===== config.mk =====
export PLATFORM = sky130hd
export DESIGN_NAME = pfd4_mac
export DESIGN_NICKNAME = d
export VERILOG_FILES = /design/src/hw/rtl/pfd4_pkg.sv /design/src/hw/rtl/pfd4_mac.sv
export SDC_FILE = /design/constraint.sdc
export NUM_CORES = 1
export LEC_CHECK = 0
export BUFFER_PORTS_ARGS = -buffer_cell sky130_fd_sc_hd__buf_4
export CAP_MARGIN = 20
export CORE_UTILIZATION = 50
export CTS_CLUSTER_SIZE = 14
export DETAILED_ROUTE_END_ITERATION = 10
export HOLD_SLACK_MARGIN = 0.05
export PLACE_DENSITY = 0.64
export SYNTH_ARGS = -nofsm -noshare
export SYNTH_HDL_FRONTEND = slang
export SYNTH_SLANG_ARGS = --single-unit

===== constraint.sdc =====
create_clock -name clk -period 4 [get_ports clk]
set_input_delay 0.2 -clock clk [delete_from_list [all_inputs] [get_ports clk]]
set_output_delay 0.2 -clock clk [all_outputs]
set_load 0.02 [all_outputs]

===== src/hw/rtl/pfd4_pkg.sv =====
// shared types and constants for the polyphase decimating fir
// no dependencies; imported by the input interface and every module of the block
package pfd4_pkg;

	// fixed width of the coefficient slot field
	localparam int COEF_INDEX_W = 7;

	// item modes
	localparam logic MODE_COEF   = 1'b0;
	localparam logic MODE_SAMPLE = 1'b1;

	// sequencer states
	typedef enum logic [1:0] {
		ST_IDLE,
		ST_RUN,
		ST_WAIT,
		ST_FINISH
	} fsm_state_t;

	// store write strobes from the sequencer
	typedef struct packed {
		logic hist_we;
		logic coef_we;
	} wr_ctl_t;

	// per-tap control traveling down the mac pipeline
	typedef struct packed {
		logic step;
		logic last;
		logic hist_ok;
	} step_ctl_t;

endpackage


===== src/hw/rtl/pfd4_mac.sv =====
// shared multiply-accumulate unit with round-half-up and saturation
// depends on pfd4_pkg
module pfd4_mac #(
	parameter int DEPTH        = 128,
	parameter int SAMPLE_WIDTH = 16,
	parameter int COEF_WIDTH   = 16
) (
	input  logic                           clk,
	input  logic                           arst_n,
	input  logic                           clear,
	input  pfd4_pkg::step_ctl_t            step_s1,
	input  logic signed [SAMPLE_WIDTH-1:0] hist_s1,
	input  logic signed [COEF_WIDTH-1:0]   coef_s1,
	input  logic                           coef_ok_s1,
	output logic                           done,
	output logic signed [SAMPLE_WIDTH-1:0] result
);
	import pfd4_pkg::*;

	localparam int PRODW = SAMPLE_WIDTH + COEF_WIDTH;
	localparam int SUMW  = PRODW + $clog2(DEPTH);
	// accumulator width capped at 64 bits; a wider sum wraps
	localparam int ACCW  = (SUMW > 64) ? 64 : SUMW;
	localparam int SH    = COEF_WIDTH - 1;

	localparam logic signed [ACCW-1:0] RND    = $signed(ACCW'(1) << (COEF_WIDTH - 2));
	localparam logic signed [ACCW-1:0] SAT_HI = ACCW'((64'sd1 <<< (SAMPLE_WIDTH - 1)) - 64'sd1);
	localparam logic signed [ACCW-1:0] SAT_LO = ACCW'(-(64'sd1 <<< (SAMPLE_WIDTH - 1)));

	logic signed [SAMPLE_WIDTH-1:0] a_op;
	logic signed [COEF_WIDTH-1:0]   b_op;
	logic signed [PRODW-1:0]        prod_s2;
	step_ctl_t                      step_s2;
	logic signed [ACCW-1:0]         acc_q;
	logic                           done_q;
	logic signed [ACCW-1:0]         rounded;
	logic signed [ACCW-1:0]         shifted;

	// unwritten history and coefficient slots count as zero
	assign a_op = step_s1.hist_ok ? hist_s1 : '0;
	assign b_op = coef_ok_s1 ? coef_s1 : '0;

	always_ff @(posedge clk) begin
		prod_s2 <= a_op * b_op;
	end

	always_ff @(posedge clk or negedge arst_n) begin
		if (!arst_n) begin
			step_s2 <= '0;
			acc_q   <= '0;
			done_q  <= 1'b0;
		end else begin
			step_s2 <= step_s1;
			done_q  <= step_s2.step && step_s2.last;
			if (clear) begin
				acc_q <= '0;
			end else if (step_s2.step) begin
				acc_q <= acc_q + ACCW'(prod_s2);
			end
		end
	end

	assign rounded = acc_q + RND;
	assign shifted = rounded >>> SH;

	always_comb begin
		if (shifted > SAT_HI) begin
			result = SAT_HI[SAMPLE_WIDTH-1:0];
		end else if (shifted < SAT_LO) begin
			result = SAT_LO[SAMPLE_WIDTH-1:0];
		end else begin
			result = shifted[SAMPLE_WIDTH-1:0];
		end
	end

	assign done = done_q;

endmodule


Yosys cells after proc, flatten, opt, wreduce, memory -nomap -nowiden:

Index checks and enable logic that the tools add are counted.

* memories kept: 0
* RAM bits: 0
* bits in latches: 0
* ROM bits: 0
* bits in registers: 74
* logic and storage cells: 18
* bits of input ports: 39

* reduce and logical (&&, ||, !) cells: 2
* $lt $le $gt $ge: 2
* div/mod/pow operators: 0
* $add $sub $neg: 2
* shift-type cells: 0
* multipliers: 1
* equality and inequality tests: 0
* mux-type cells: 6
* bitwise gates (word level): 0

Operators by type and width (count)
* 39-bit 2-to-1 mux: 2
* 16-bit 2-to-1 mux: 4
* 39-bit by 16-bit adder with 39-bit output (second input constant): 1
* 39-bit by 32-bit adder with 39-bit output: 1
* 16-bit by 16-bit multiplier with 32-bit output: 1
* 24-bit by 16-bit greater-than comparator with 1-bit output (second input constant): 1
* 24-bit by 16-bit < comparator with 1-bit output (second input constant): 1
* 2-bit nonzero test: 1
* 1-bit logical AND: 1

Depth between registers and ports, before layout:

Gate-level depths: netlist of run 1.

* depth after elaboration: 4
* mapped depth: 26
* depth with buffers taken out: 24

Worst setup path after synthesis of run 1:

OpenSTA, ideal clock, no wires.

* path type: input-to-reg
* from: input port coef_ok_s1
* to: register prod_s2[30]
* setup slack: -2.522 ns
* stages: 20
* library setup time: 0.122 ns
* data arrival time: 6.400 ns
* path buffers: 2
* cell sequence: clkbuf_1 -> buf_1 -> nand3_1 -> fa_1 -> inv_1 -> fa_1 -> fa_1 -> fa_1 -> fa_1 -> inv_1 -> fa_1 -> inv_1 -> ha_1 -> a21o_1 -> a21oi_1 -> o21ai_0 -> a21o_1 -> a221oi_1 -> o211ai_1 -> a311o_1

* word-level cells in the longest chain between the ends: 2

RTL lines
* start, declared: line pfd4_mac.sv:14 `input logic coef_ok_s1,`
* 16-bit 2-to-1 mux: line pfd4_mac.sv:41 `assign b_op = coef_ok_s1 ? coef_s1 : '0;`
* 16-bit by 16-bit multiplier with 32-bit output: line pfd4_mac.sv:44 `prod_s2 <= a_op * b_op;`
* end signal, assigned: line pfd4_mac.sv:44
* end, declared: line pfd4_mac.sv:32 `logic signed [PRODW-1:0] prod_s2;`

Every way passes these cells.
A chain may end at the register's enable or synchronous reset.

Worst setup path after layout of run 1:

* from: input port step_s1[0] (netlist name)
* to: register prod_s2[30]

* word-level cells in the longest chain between the ends: 2

RTL lines
* start, declared: line pfd4_mac.sv:11 `input pfd4_pkg::step_ctl_t step_s1,`
* 16-bit 2-to-1 mux: line pfd4_mac.sv:40 `assign a_op = step_s1.hist_ok ? hist_s1 : '0;`
* 16-bit by 16-bit multiplier with 32-bit output: line pfd4_mac.sv:44

Every way passes these cells.

==> results, run 1 <==
- The flow ran to the end, but the final reports show violations.
- The final reports fail on setup timing.
- The final core area utilization is 0.683.
- The first TritonRoute pass finished after 5 iterations.
- The cell depth of the worst hold path is 2.
- The final-layout setup total negative slack is -26.34 ns.
- The clock-pin slew reported for the worst setup and hold paths after clock tree synthesis is 0.06 ns.
- The die footprint is 30500 µm².
- For this block, the initial DRC count from the detailed router was 852.
- The number of levels in the clock H-tree is 3.
- Summed over all nets, the switching power comes to 4.58 mW.
- Of all flip-flops after synthesis, the portion carrying an async set or reset was 0.568.
- By area, the combinational part of the netlist is dominated by adder cells.
- The compound-gate portion of the synthesized area came to 0.0996.
- The setup path with the least slack is of type input pin to flop.
- After floorplanning, the core was sized to cover a little under 30000 µm².
- The switching fraction of total power is 0.473.
- After floorplanning, the core was divided into 62 placement rows.
- The critical path data required time is 4.22 ns.
- The portion of total power attributed to sequential cells is 0.137.
- The dominant synthesized flop cell is sky130_fd_sc_hd__dfrtp_1.
- Of the total synthesized cell area, the portion taken by AND, OR, NAND and NOR gates is 0.167.
- The sequential element share of the synthesized area is 0.114.
- sky130_fd_sc_hd__fa_1 takes more of the synthesized area than any other cell.
- The worst max-slew margin expressed relative to the limit is 0.531.
- The number of design rule violations left after detail routing is 0.
- In the post-route analysis, the smallest setup slack over all paths is -1.56 ns.
- The post-synthesis cell count is 1735.
- In this run the remaining antenna-violating nets after routing total 0.
- The final worst hold slack is 0.344 ns.
- The count of max-cap constraint violations is 0.
- The multiplexer fraction of the synthesized cell area is 0.0183.
- Synthesis inferred 74 register bits.
- Of the total synthesized cell area, the portion taken by full adders, half adders and majority gates is 0.455.
- The final RePlAce weighted congestion is 0.943.
- In the routed layout, each cell is associated on average with a via count of roughly 5.2.
- Across the VDD grid, the largest voltage drop is 0.308 mV.
- The first global-routing pass estimated roughly 67000 µm of wire.
- Summed over all layers, the routed wires come to 40500 µm.
- The setup violation total in the final timing report is 23.
- 0 antenna diodes ended up in the layout.
- The smallest clock period supported by the final layout is computed as 5.56 ns.
- The nature of the critical path startpoint is an input pin.
- The clock root buffer is sky130_fd_sc_hd__clkbuf_16.
- The die height is 175 µm.
- Of the total synthesized cell area, the portion taken by XOR and XNOR cells is 0.0441.
- The final layout contains between 2k and 2.5k nets.
- The maximum number of buffers from clock root to sink is 2.
- The post-synthesis net count is 2158.
- Once detailed placement completed, the half-perimeter wirelength came to 32800 µm.
- In the global route stage, overall resource usage came out at 0.278.
- The completed layout was analyzed and its total power is 9.68 mW.
- The number of enable flip-flop cells after synthesis is 0.
- The count of buffers from port buffering is 55.
- The count of endpoints failing hold in the final timing report is 0.
- The largest fanout on the critical path is 7.
- Entering global routing, the biggest net connects 61 pins.
- The top-level I/O count is 56.
- The chip width is 175 µm.
- Of the total power, the clock network draws 0.085.
- The number of warning messages in the yosys log is 0.
- The final number of max-transition violations is 0.
- The initial antenna violation count is 0.
- In the final layout, the share of cells above drive strength 1 is 0.294.
- The total clock sinks is 74.
- The fraction of post-synthesis cell area in the top cell type by area is 0.354.
- Summed over all layers, the global routing overflow is 0.
- By area the synthesized netlist is led by sky130_fd_sc_hd__fa_1, sky130_fd_sc_hd__ha_1, sky130_fd_sc_hd__inv_1, sky130_fd_sc_hd__dfrtp_1, sky130_fd_sc_hd__nor2_1.
- The worst hold path belongs to the class input pin to flop.
- The maximum clock frequency is 0.180 GHz.
- The distinct cell type count of the synthesized netlist is 74.
- The number of buffers created by CTS is 9.
- The clock latency on the worst-skew pair is 0.33 ns.
- For this design the ratio of total power to cell area is ~500 nW/µm².
- In the final routed layout, each cell accounts on average for ~17 µm.
- The worst setup path is captured at a flop.
- The depth of the worst register-to-register path is 11.
- For the pin with the worst max-slew slack, the measured transition is 0.704 ns.
- The number of standard cells in the final layout excluding fillers is around 2.4k.
- For this configuration, the core starts out at a cell density of 0.513.
- The average footprint of a synthesized cell is ~8.6 µm².
- Summed over all cells, the static leakage comes to approximately 9.9 nW.
- The via count of the routed design is about 13k.
- The area growth from synthesis to layout is 33.1%.
- The TritonCTS clock tree is yes.
- Of the total power, combinational logic draws 0.778.
- Setup repair after global routing could not meet its margin everywhere.
- The number of global-route vias before repair is around 13k.
- The worst-case clock skew is between 0.007 and 0.008 ns.
- For the worst setup path, the data arrival time is approximately 5.8 ns.
- The mapped netlist covers about 15000 µm².
- The cell count after placement is ~2.3k.
- Cell internal power was estimated by the tool at around 5.1 mW.
- In the finished design, the share of the clock period the worst path needs comes to 1.39.
==> critical path, cell delays in order <==
cell and delay (ns):
sky130_fd_sc_hd__buf_16 0.12, sky130_fd_sc_hd__buf_12 0.15, sky130_fd_sc_hd__nand2_8 0.10, sky130_fd_sc_hd__nor2_4 0.04, sky130_fd_sc_hd__fa_1 0.53, sky130_fd_sc_hd__inv_1 0.06, sky130_fd_sc_hd__fa_1 0.52, sky130_fd_sc_hd__fa_2 0.46
sky130_fd_sc_hd__fa_1 0.52, sky130_fd_sc_hd__inv_1 0.05, sky130_fd_sc_hd__fa_1 0.54, sky130_fd_sc_hd__inv_2 0.04, sky130_fd_sc_hd__fa_1 0.54, sky130_fd_sc_hd__inv_2 0.05, sky130_fd_sc_hd__ha_4 0.23, sky130_fd_sc_hd__a21oi_2 0.15
sky130_fd_sc_hd__o21bai_1 0.10, sky130_fd_sc_hd__a21oi_2 0.13, sky130_fd_sc_hd__nand3b_1 0.14, sky130_fd_sc_hd__o211ai_1 0.13, sky130_fd_sc_hd__buf_4 0.18, sky130_fd_sc_hd__a221oi_4 0.26, sky130_fd_sc_hd__o211ai_1 0.13, sky130_fd_sc_hd__buf_4 0.15
sky130_fd_sc_hd__a311o_1 0.25
==> what timing repair did <==
item	CTS	global route
hold buffers	3	0
setup buffers	61	13
hold endpoints to repair	44	0
pin swaps	99	69
gates resized for setup	187	75
cloned	6	0
endpoints found under the setup margin	25	25
==> synth_stat cells (6+ instances only) <==
cell and instances:
sky130_fd_sc_hd__buf_1 6, sky130_fd_sc_hd__nor2b_1 6, sky130_fd_sc_hd__xor2_1 26, sky130_fd_sc_hd__o21bai_1 7
sky130_fd_sc_hd__a21o_1 29, sky130_fd_sc_hd__nor2_1 206, sky130_fd_sc_hd__dfrtp_1 42, sky130_fd_sc_hd__inv_1 334
sky130_fd_sc_hd__mux2i_1 25, sky130_fd_sc_hd__a31oi_1 16, sky130_fd_sc_hd__clkbuf_1 54, sky130_fd_sc_hd__or3_1 6
sky130_fd_sc_hd__ha_1 121, sky130_fd_sc_hd__and2_1 23, sky130_fd_sc_hd__and3_1 12, sky130_fd_sc_hd__nand2b_1 19
sky130_fd_sc_hd__nand2_1 170, sky130_fd_sc_hd__o211ai_1 6, sky130_fd_sc_hd__a211oi_1 7, sky130_fd_sc_hd__xnor2_1 49
sky130_fd_sc_hd__nor3_1 12, sky130_fd_sc_hd__o21ai_0 34, sky130_fd_sc_hd__fa_1 263, sky130_fd_sc_hd__o21ai_1 20
sky130_fd_sc_hd__nand4_1 11, sky130_fd_sc_hd__nand3_1 48, sky130_fd_sc_hd__dfxtp_1 32, sky130_fd_sc_hd__a21oi_1 61
==> cell usage in the layout, fill, tap and decap left out, types with 7 or more instances in the layout <==
master,count
sky130_fd_sc_hd__nor3_1,11
sky130_fd_sc_hd__nand2_2,15
sky130_fd_sc_hd__fa_2,19
sky130_fd_sc_hd__dfxtp_1,32
sky130_fd_sc_hd__nand2_8,10
sky130_fd_sc_hd__mux2i_1,25
sky130_fd_sc_hd__o21ai_1,25
sky130_fd_sc_hd__fa_1,244
sky130_fd_sc_hd__buf_6,43
sky130_fd_sc_hd__a21o_1,29
sky130_fd_sc_hd__and2_4,20
sky130_fd_sc_hd__a21oi_2,16
sky130_fd_sc_hd__inv_2,33
sky130_fd_sc_hd__nor2_1,179
sky130_fd_sc_hd__nand4_1,11
sky130_fd_sc_hd__inv_1,300
sky130_fd_sc_hd__and3_1,9
sky130_fd_sc_hd__ha_1,94
sky130_fd_sc_hd__xnor2_1,43
sky130_fd_sc_hd__ha_4,22
sky130_fd_sc_hd__buf_4,287
sky130_fd_sc_hd__a31oi_1,13
sky130_fd_sc_hd__dfrtp_1,41
sky130_fd_sc_hd__nand3_1,42
sky130_fd_sc_hd__nor2_4,14
sky130_fd_sc_hd__xor2_1,25
sky130_fd_sc_hd__clkbuf_16,9
sky130_fd_sc_hd__a21oi_1,42
sky130_fd_sc_hd__nand2_4,10
sky130_fd_sc_hd__nor2_2,14
sky130_fd_sc_hd__buf_12,18
sky130_fd_sc_hd__o21bai_1,7
sky130_fd_sc_hd__nand2_1,137
sky130_fd_sc_hd__o21ai_0,26
sky130_fd_sc_hd__nand2b_1,17
==> area by class of cell <==
cell class                 count  area (µm²)
clock buffer                   9         225
tap                          384         480
multi-input combinational   1264       12900
clock inverter                 7        80.1
fill                        2347        9200
sequential                    74        1690
inverter                     334        1260
timing repair buffer         357        3180
==> through the flow <==
step / worst slack, ns / instance area (µm²)
finish: -1.56 / 19800
global route: -1.73 / 19800
CTS: -1.50 / 19400
detailed placement: -2.16 / 17900
global placement: -2.08 / 17900
floorplan: -1.55 / 15600
==> routing by layer <==
metal | vias to the layer above | track usage | part of all wire
met5 | - | 0 | 0
met4 | 0 | 0.0746 | 0.026
met3 | 66 | 0.0328 | 0.052
met2 | 344 | 0.471 | 0.47
met1 | 6093 | 0.376 | 0.45
li1 | 6090 | - | -
==> registers in the layout (all words and copies together), names as in the netlist <==
signal and cells:
prod_s2 32, acc_q 39, step_s2 2, done 1
==> power groups by stage <==
stage	Combinational [mW]	Sequential (mW)	Clock [mW]
after floorplan	4.95	1.22	0
after detailed placement	6.77	1.33	0
after global placement	6.65	1.33	0
after CTS	7.20	1.32	0.841
after global routing	8.38	1.37	0.874
final	7.53	1.33	0.820
==> worst paths after layout <==
path / end / slack, ns / from
max: prod_s2[30] / -1.56 / step_s1[0]
min in group asynchronous: acc_q[3] / 0.39 / arst_n
min reg2reg: done / 0.46 / step_s2[1]
max reg2reg: acc_q[38] / 0.74 / acc_q[0]
max in group asynchronous: step_s2[2] / 3.18 / arst_n
min: acc_q[4] / 0.34 / clear
==> kinds of logic (layout without fill, tap and decap cells) <==
logic type / Yosys count / after routing
AND/OR/NAND/NOR: 549 / 551
AO/OA/AOI/OAI: 227 / 227
XOR/XNOR: 75 / 75
buffers and inverters: 399 / 707
flip-flops: 74 / 74
multiplexers: 27 / 27
adder cells (fa/ha/maj): 384 / 384
Note: power is estimated with default switching activity, not from simulation.
==> run 2: changes to the inputs <==
--- a/config.mk
+++ b/config.mk
@@ -7,11 +7,11 @@
 export LEC_CHECK = 0
 export BUFFER_PORTS_ARGS = -buffer_cell sky130_fd_sc_hd__buf_4
 export CAP_MARGIN = 20
-export CORE_UTILIZATION = 50
+export CORE_UTILIZATION = 31
 export CTS_CLUSTER_SIZE = 14
 export DETAILED_ROUTE_END_ITERATION = 10
 export HOLD_SLACK_MARGIN = 0.05
-export PLACE_DENSITY = 0.64
+export PLACE_DENSITY = 0.43
 export SYNTH_ARGS = -nofsm -noshare
 export SYNTH_HDL_FRONTEND = slang
 export SYNTH_SLANG_ARGS = --single-unit
==> constraint.sdc (replaced) <==
create_clock -name clk -period 4 [get_ports clk]
set_input_delay 0 -clock clk [delete_from_list [all_inputs] [get_ports clk]]
set_output_delay 0 -clock clk [all_outputs]
set_load 0.02 [all_outputs]
==> run 2 against run 1 <==
  * Clock skew shrank 0.0025 ns
  * Register-to-register slack is essentially flat
  * Fmax grew 5.6%
  * Via count shrank 1.1%
  * The run still ends with setup timing left
  * Final area shrank 0.19%
  * Highest routed layer unchanged
  * Setup slack gained 0.29 ns
  * First-iteration DRC count shrank 38%
  * Clock power shrank 4.9%
  * Hold slack lost 0.20 ns
  * Routed wire length grew 6.9%
  * Non-clock buffer count shrank 13
  * Critical path type unchanged
==> results, run 2 (synthesized netlist as in run 1, its figures left out) <==
- The worst setup path is launched from an input pin.
- The final-layout setup total negative slack is -20.12 ns.
- The cell area after placement is 18100 µm².
- The cell internal power dissipation is 5.09 mW.
- The number of search-and-repair iterations in the first detailed-routing pass is 5.
- The maximum number of buffers from clock root to sink is 2.
- The first global-routing pass estimated between 70000 and 80000 µm of wire.
- The peak supply drop is 0.257 mV.
- Measured against its own limit, the worst slew margin works out to 0.599.
- The finished cells cover 19800 µm².
- The slowest cell on the critical path is sky130_fd_sc_hd__fa_2.
- The initial antenna violation count is 0.
- The via count of the routed design is 12.5k.
- After layout, the minimum clock period comes to between 5 and 6 ns.
- Entering global routing, the biggest net connects 55 pins.
- At the later pin of the worst-skew pair, clock insertion delay measures about 0.35 ns.
- The largest registers in the layout are acc_q: 39 flops, prod_s2: 32 flops, step_s2: 2 flops.
- For this configuration, the core starts out at a cell density of 0.317.
- The fraction of layout cells with a size suffix above 1 is 0.279.
- The core box area is 47000 µm².
- The tree built by TritonCTS fans out to 74 sinks.
- In this run the remaining antenna-violating nets after routing total 0.
- At the pin with the least slew margin, the transition time is 0.602 ns.
- The die is 221 µm tall.
- The number of fill cells in the layout is roughly 4.7k.
- The number of core rows is 79.
- The layout overhead on the synthesized area is 32.8%.
- The fraction of the cycle the final worst path needs is 1.32.
- The mean number of vias per cell is about 4.7.
- In this run the tool buffered the top-level ports with 55 buffer cells.
- The number of design rule violations left after detail routing is 0.
- The kind of cell with the highest combined delay along the critical path is adder cells.
- The final worst hold slack is 0.142 ns.
- For this design the top-level I/O count stands at 56.
- Of the total power, combinational logic draws 0.781.
- The final number of max-transition violations is 0.
- At the worst endpoint, the required time is 4.29 ns.
- The setup violation total in the final timing report is 23.
- The total global-route track usage is 0.183.
- The worst-case clock skew is approximately 0.0054 ns.
- Max-cap violations in this run came to 0.
- The routed wire length per instance is around 16 µm.
- The type of the worst setup path is input pin to flop.
- The signal on the critical path passes through buf_16 > and2_4 > buf_6 > nand2_4 > inv_4 > fa_2 > inv_4 > fa_1 > inv_2 > fa_2 > fa_2 > fa_1 > inv_2 > fa_2 > inv_2 > ha_4 > a21o_1 > a21oi_2 > o21ai_1 > a21o_1 > a221oi_4 > o211ai_1 > nor4_1 > a311o_1.
- The final RePlAce weighted congestion is a little under 0.9.
- The cell leakage power is 9.75 nW.
- The top register by number of flip-flops is acc_q.
- Of the total power, the clock network draws 0.080.
- After legalization and detailed placement, the total HPWL measured 36500 µm.
- In this run the clock root is driven by a sky130_fd_sc_hd__clkbuf_16.
- Leaving out fill and tap cells, the most frequent cell in the layout is sky130_fd_sc_hd__inv_1.
- Power spread over the standard cell area amounts to 491 nW/µm².
- The final layout contains routed wiring with a total length of 43300 µm.
- In this run, CTS created clock tree buffers numbering 9.
- The TritonCTS clock tree is yes.
- The path category of the worst min-delay check is input pin to flop.
- On the worst path, the slowest cell contributes a delay of 0.61 ns.
- In the layout the commonest cells are sky130_fd_sc_hd__inv_1, sky130_fd_sc_hd__buf_4, sky130_fd_sc_hd__fa_1.
- The number of global-route vias before repair is 13.3k.
- The run finished, with violations left.
- Data on the critical path arrives at its endpoint at roughly 5.6 ns.
- OpenSTA, run right after detailed placement, puts the worst setup slack at -1.95 ns.
- Together, buffers and inverters on the worst path number 7.
- The number of flip-flops in the largest register is 39.
- The maximum clock frequency is approximately 0.19 GHz.
- Across all setup checks in the final design, the least slack found is -1.27 ns.
- The count of endpoints failing hold in the final timing report is 0.
- For this block, the initial DRC count from the detailed router was 528.
- The checks that failed: setup timing.
- The number of nets in the final layout is 2448.
- The number of antenna diodes in the final layout is 0.
- The critical path endpoint category is a flop.
- Of the total power, registers draw 0.138.
- The die footprint is 48900 µm².
- Once layout is complete, the cells apart from fillers number 2637.
- The dominant cell type by count on the critical path is sky130_fd_sc_hd__fa_2.
- For this design the total switching power over the nets is ~4.6 mW.
- Global routing finished with a remaining overflow of 0.
- From left edge to right edge, the die measures between 200 and 250 µm.
- After clock tree synthesis, the clock-pin slew on the worst setup and hold paths is 0.06 ns.
- The cell count after placement is 2569.
- Along the worst path, the maximum fanout reaches 6.
- Setup repair after global routing could not meet its margin everywhere.
- The number of levels in the clock H-tree is 3.
- The switching fraction of total power is 0.476.
## run 2: what timing repair did
action	CTS	global route
cloned	3	1
hold endpoints to repair	44	0
hold buffers	3	0
gates resized for setup	142	69
buffers inserted	30	29
pin swaps	91	86
setup endpoints to repair	25	24
## run 2: layer usage
metal	GRT usage	up-vias	routed length, µm	share of wire
li1	-	6047	-	-
met1	0.253	6109	20700	0.48
met2	0.304	253	20200	0.47
met3	0.0142	42	1340	0.031
met4	0.0548	0	983	0.023
met5	0	-	0	0
## run 2: final cells by class
cell class / count / area [µm²] / share of cell area
clock buffers: 10 / 250 / 0.0127
clock inverters: 6 / 38.8 / 0.00196
inverters: 334 / 1260 / 0.0637
multi-input cells: 1262 / 12700 / 0.643
flip-flops and latches: 74 / 1690 / 0.0856
well taps: 607 / 759 / 0.0384
repair buffers: 344 / 3070 / 0.155
## run 2: power by group through the flow
stage	registers [mW]	logic, mW	clock network, mW
2_1_floorplan	1.22	4.95	0
3_3_place_gp	1.35	6.91	0
3_5_place_dp	1.35	6.97	0
4_1_cts	1.34	7.44	0.814
5_1_grt	1.39	8.51	0.845
6_report	1.34	7.58	0.780
## run 2: final timing paths
path / depth (start not counted) / endpoint / slack, ns / start
max: 24 / prod_s2[30] / -1.27 / coef_ok_s1
min: 2 / acc_q[36] / 0.14 / clear
max reg2reg: 11 / acc_q[38] / 0.74 / acc_q[0]
min reg2reg: 1 / done / 0.47 / step_s2[1]
min in group asynchronous: 2 / acc_q[3] / 0.20 / arst_n
max in group asynchronous: 2 / step_s2[2] / 3.34 / arst_n
## run 2: worst register-to-register path, cell delays in order (launching register included)
cell	delay, ns
sky130_fd_sc_hd__dfrtp_1	0.38
sky130_fd_sc_hd__ha_1	0.21
sky130_fd_sc_hd__fa_1	0.42
sky130_fd_sc_hd__a21o_1	0.23
sky130_fd_sc_hd__a31oi_1	0.28
sky130_fd_sc_hd__o21ai_1	0.18
sky130_fd_sc_hd__o211a_1	0.28
sky130_fd_sc_hd__nor2_2	0.20
sky130_fd_sc_hd__o21ai_1	0.16
sky130_fd_sc_hd__a31oi_1	0.23
sky130_fd_sc_hd__mux2i_1	0.25
sky130_fd_sc_hd__mux2_1	0.33
## run 2: through the flow
step                 util  power (mW)
floorplan               -        6.17
global placement    0.387        8.26
detailed placement  0.387        8.33
CTS                 0.411        9.60
global route        0.421        10.7
finish              0.421        9.71
==> run 3: changes to the inputs <==
--- a/config.mk
+++ b/config.mk
@@ -5,13 +5,13 @@
 export SDC_FILE = /design/constraint.sdc
 export NUM_CORES = 1
 export LEC_CHECK = 0
-export BUFFER_PORTS_ARGS = -buffer_cell sky130_fd_sc_hd__buf_4
 export CAP_MARGIN = 20
 export CORE_UTILIZATION = 31
 export CTS_CLUSTER_SIZE = 14
 export DETAILED_ROUTE_END_ITERATION = 10
+export DONT_BUFFER_PORTS = 1
 export HOLD_SLACK_MARGIN = 0.05
-export PLACE_DENSITY = 0.43
+export PLACE_DENSITY = 0.42
 export SYNTH_ARGS = -nofsm -noshare
 export SYNTH_HDL_FRONTEND = slang
 export SYNTH_SLANG_ARGS = --single-unit
==> run 3 against run 2 <==
  * The flow still finishes with violations (setup timing)
  * Critical path depth fell by 1
  * Die area did not move
  * Setup slack improved by 0.095 ns
  * Cell count fell by 3.8%
  * Fmax rose by 1.8%
  * Sequential power barely moved
  * Sequential share of layout area rose by 0.46 points
  * Non-clock buffer count fell by 100
  * Hold slack got worse by 0.052 ns
  * Total power fell by 3.5%
  * Clock-buffer cell count rose by 1
==> results, run 3 (synthesized netlist as in run 1, its figures left out) <==
- The flow ran to the end, but the final reports show violations.
- The final reports fail on setup timing.
- The final number of max-transition violations is 0.
- Among all stages on the critical path, the largest delay is contributed by sky130_fd_sc_hd__fa_1.
- The setup violation total in the final timing report is 21.
- The longest clock path from root to sink contains 2 buffers.
- Dividing the detail-routed via count by the number of cells gives 4.70.
- The sum of overflow across all layers after global routing is 0.
- TritonCTS built the clock tree.
- The count of endpoints failing hold in the final timing report came to 0.
- The number of routed nets with antenna violations is 0.
- The fraction of layout cells with a size suffix above 1 is 0.231.
- The count of buffers from port buffering is 0.
- The count of antenna diodes in the layout is 0.
- The iteration-0 DRC count of the detailed router is 551.
- The cell depth of the worst hold path is 2.
- Entering global routing, the biggest net connects 61 pins.
- The clock latency on the worst-skew pair is 0.35 ns.
- Summed over all nets, the half-perimeter wirelength after detailed placement is 36000 µm.
- The initial utilization of the core area, before any placement, comes to 0.317.
- The critical path endpoint category is a flop.
- Clock tree synthesis inserted a total of 9 buffers.
- The first global-routing pass estimated 68600 µm of wire.
- The cell family contributing the most delay on the critical path is adder cells.
- The via count of the routed design is about 12k.
- The floorplan has 79 rows.
- At the worst endpoint, the arrival time is 5.41 ns.
- After detailed routing, the total wire length is 42000 µm.
- The total global-route track usage is 0.177.
- In this run the vertical extent of the chip is 221 µm.
- The critical path is of the input pin to flop type.
- Of the available clock period, the critical path in the final layout requires 1.29.
- The core region is 47000 µm².
- The die covers 48900 µm².
- The critical path contains buffers and inverters numbering 10 combined.
- The worst hold path belongs to the class input pin to flop.
- The worst slack at placement is -1.62 ns.
- The nature of the critical path startpoint is an input pin.
- The routed wire length per instance is around 17 µm.
- For the worst setup path, the data required time is 4.23 ns.
- The layout overhead on the synthesized area is 26.0%.
- CTS placed an instance of sky130_fd_sc_hd__clkbuf_16 at the clock tree root.
- The shortest period the worst path allows is 5.18 ns.
- For this design the top-level I/O count stands at 56.
- The worst-case IR drop observed on VDD is 0.208 mV.
- The congestion estimate from routability-driven global placement came to 0.890.
- The chip width is 221 µm.
- The number of global-route vias before repair came to 12.7k.
- The number of design rule violations left after detail routing is 0.
- The depth of the worst register-to-register path is 12.
- The library cells used most frequently in the layout, excluding fill and tap cells, are sky130_fd_sc_hd__inv_1, sky130_fd_sc_hd__fa_1, sky130_fd_sc_hd__buf_4.
- For this design, the sink count on the clock tree is 74.
- The first detailed-routing pass took 5 iterations.
- The initial antenna violation count is 0.
- The cell leakage power is around 9.2 nW.
- After clock tree synthesis, the clock-pin slew on the worst setup and hold paths is 0.06 ns.
- The worst register-to-register path begins at acc_q[0].
- The largest fanout on the critical path is 34.
- The completed layout was analyzed and its total power is 9.37 mW.
- In this run the critical register-to-register path is captured at acc_q[36].
- Setup repair after global routing could not meet its margin everywhere.
- The signal on the critical path passes through and2_4 > buf_8 > nand2_4 > inv_2 > fa_1 > buf_4 > fa_2 > buf_6 > buf_4 > fa_1 > inv_1 > fa_1 > inv_1 > fa_1 > inv_1 > fa_1 > inv_1 > ha_1 > inv_1 > nor3_1 > a31oi_1 > o21ai_0 > a311o_1.
- Setup slack on the worst reg-to-reg path comes out at 0.50 ns.
- The number of flip-flops in the largest register is 39.
- The final layout contains around 2.3k nets.
- The worst-case clock skew is ~0.009 ns.
- The destination of the worst hold path is acc_q[22].
- The longest individual stage delay on the worst path is between 0.5 and 0.6 ns.
- In this run the power density over the cells is 499 nW/µm².
- In the final layout, the registers with the most flip-flops are acc_q: 39 flops, prod_s2: 32 flops, step_s2: 2 flops.
- The number of levels in the clock H-tree is 3.
- At the pin with the least slew margin, the transition time is 0.773 ns.
- The worst pin sits at a relative slew slack of 0.485.
- For this run, the top clock speed supported by timing is 0.193 GHz.
- The library cell used most frequently in the layout, excluding fill and tap cells, is sky130_fd_sc_hd__inv_1.
- Max-cap violations in this run came to 0.
- The beginning of the worst hold path is clear.
- The minimum setup slack in the final design is -1.18 ns.
- Counting flops per register, the top entry is acc_q.
[run 3: changes by cell type in the layout (fill, tap and decap cells not counted), moves of 5 or more]
cell,before,now
sky130_fd_sc_hd__fa_1,240,246
sky130_fd_sc_hd__nor2_1,185,190
sky130_fd_sc_hd__inv_2,27,32
sky130_fd_sc_hd__buf_4,279,201
sky130_fd_sc_hd__fa_2,23,17
sky130_fd_sc_hd__buf_12,16,11
sky130_fd_sc_hd__buf_6,38,22
[run 3: per-stage QoR]
stage	cells	hold WS [ns]	utilization	cell area [µm²]	TNS, ns
floorplan	1735	-0.296	-	15600	-19.78
detailed placement	2483	-0.295	0.372	17500	-26.89
global placement	2483	-0.294	0.372	17500	-26.45
finish	2537	0.0898	0.400	18800	-16.45
global route	2537	0.128	0.400	18800	-20.07
CTS	2530	0.0868	0.393	18400	-15.52
[run 3: what timing repair did]
item / 4_1_cts / 5_1_grt
hold buffers: 7 / 0
setup endpoints to repair: 22 / 23
buffers inserted: 24 / 9
gates cloned: 0 / 1
endpoints found under the hold margin: 83 / 0
gates resized for setup: 91 / 66
pin swaps: 54 / 66
[run 3: worst max-delay path by stage]
| stage | from | to | slack (ns) | cells past startpoint |
|---|---|---|---|---|
| floorplan | step_s1[0] | prod_s2[23] | -1.35 | 23 |
| global placement | hist_s1[2] | prod_s2[30] | -1.55 | 22 |
| detailed placement | hist_s1[2] | prod_s2[30] | -1.62 | 22 |
| CTS | step_s1[0] | prod_s2[30] | -1.13 | 20 |
| global route | coef_ok_s1 | prod_s2[30] | -1.36 | 22 |
| finish | step_s1[0] | prod_s2[30] | -1.18 | 23 |
[run 3: final cells by class]
cell class / count / area (µm²)
clock buffer: 11 / 243
clock inverter: 5 / 62.6
fill: 4776 / 28200
inverter: 334 / 1260
multi-input combinational: 1262 / 12600
sequential: 74 / 1690
tap: 607 / 759
timing repair buffer: 244 / 2120
[run 3: where the power goes]
| group | internal (mW) | switching, mW |
|---|---|---|
| sequential | 1.05 | 0.292 |
| combinational | 3.30 | 3.89 |
| clock | 0.503 | 0.326 |
[run 3: metal layers]
| metal | GRT usage | up-vias | wire length [µm] |
|---|---|---|---|
| li1 | - | 5846 | - |
| met1 | 0.246 | 5796 | 20600 |
| met4 | 0.0577 | 0 | 1230 |
| met3 | 0.0235 | 52 | 1710 |
| met5 | 0 | - | 0 |
| met2 | 0.284 | 237 | 18400 |
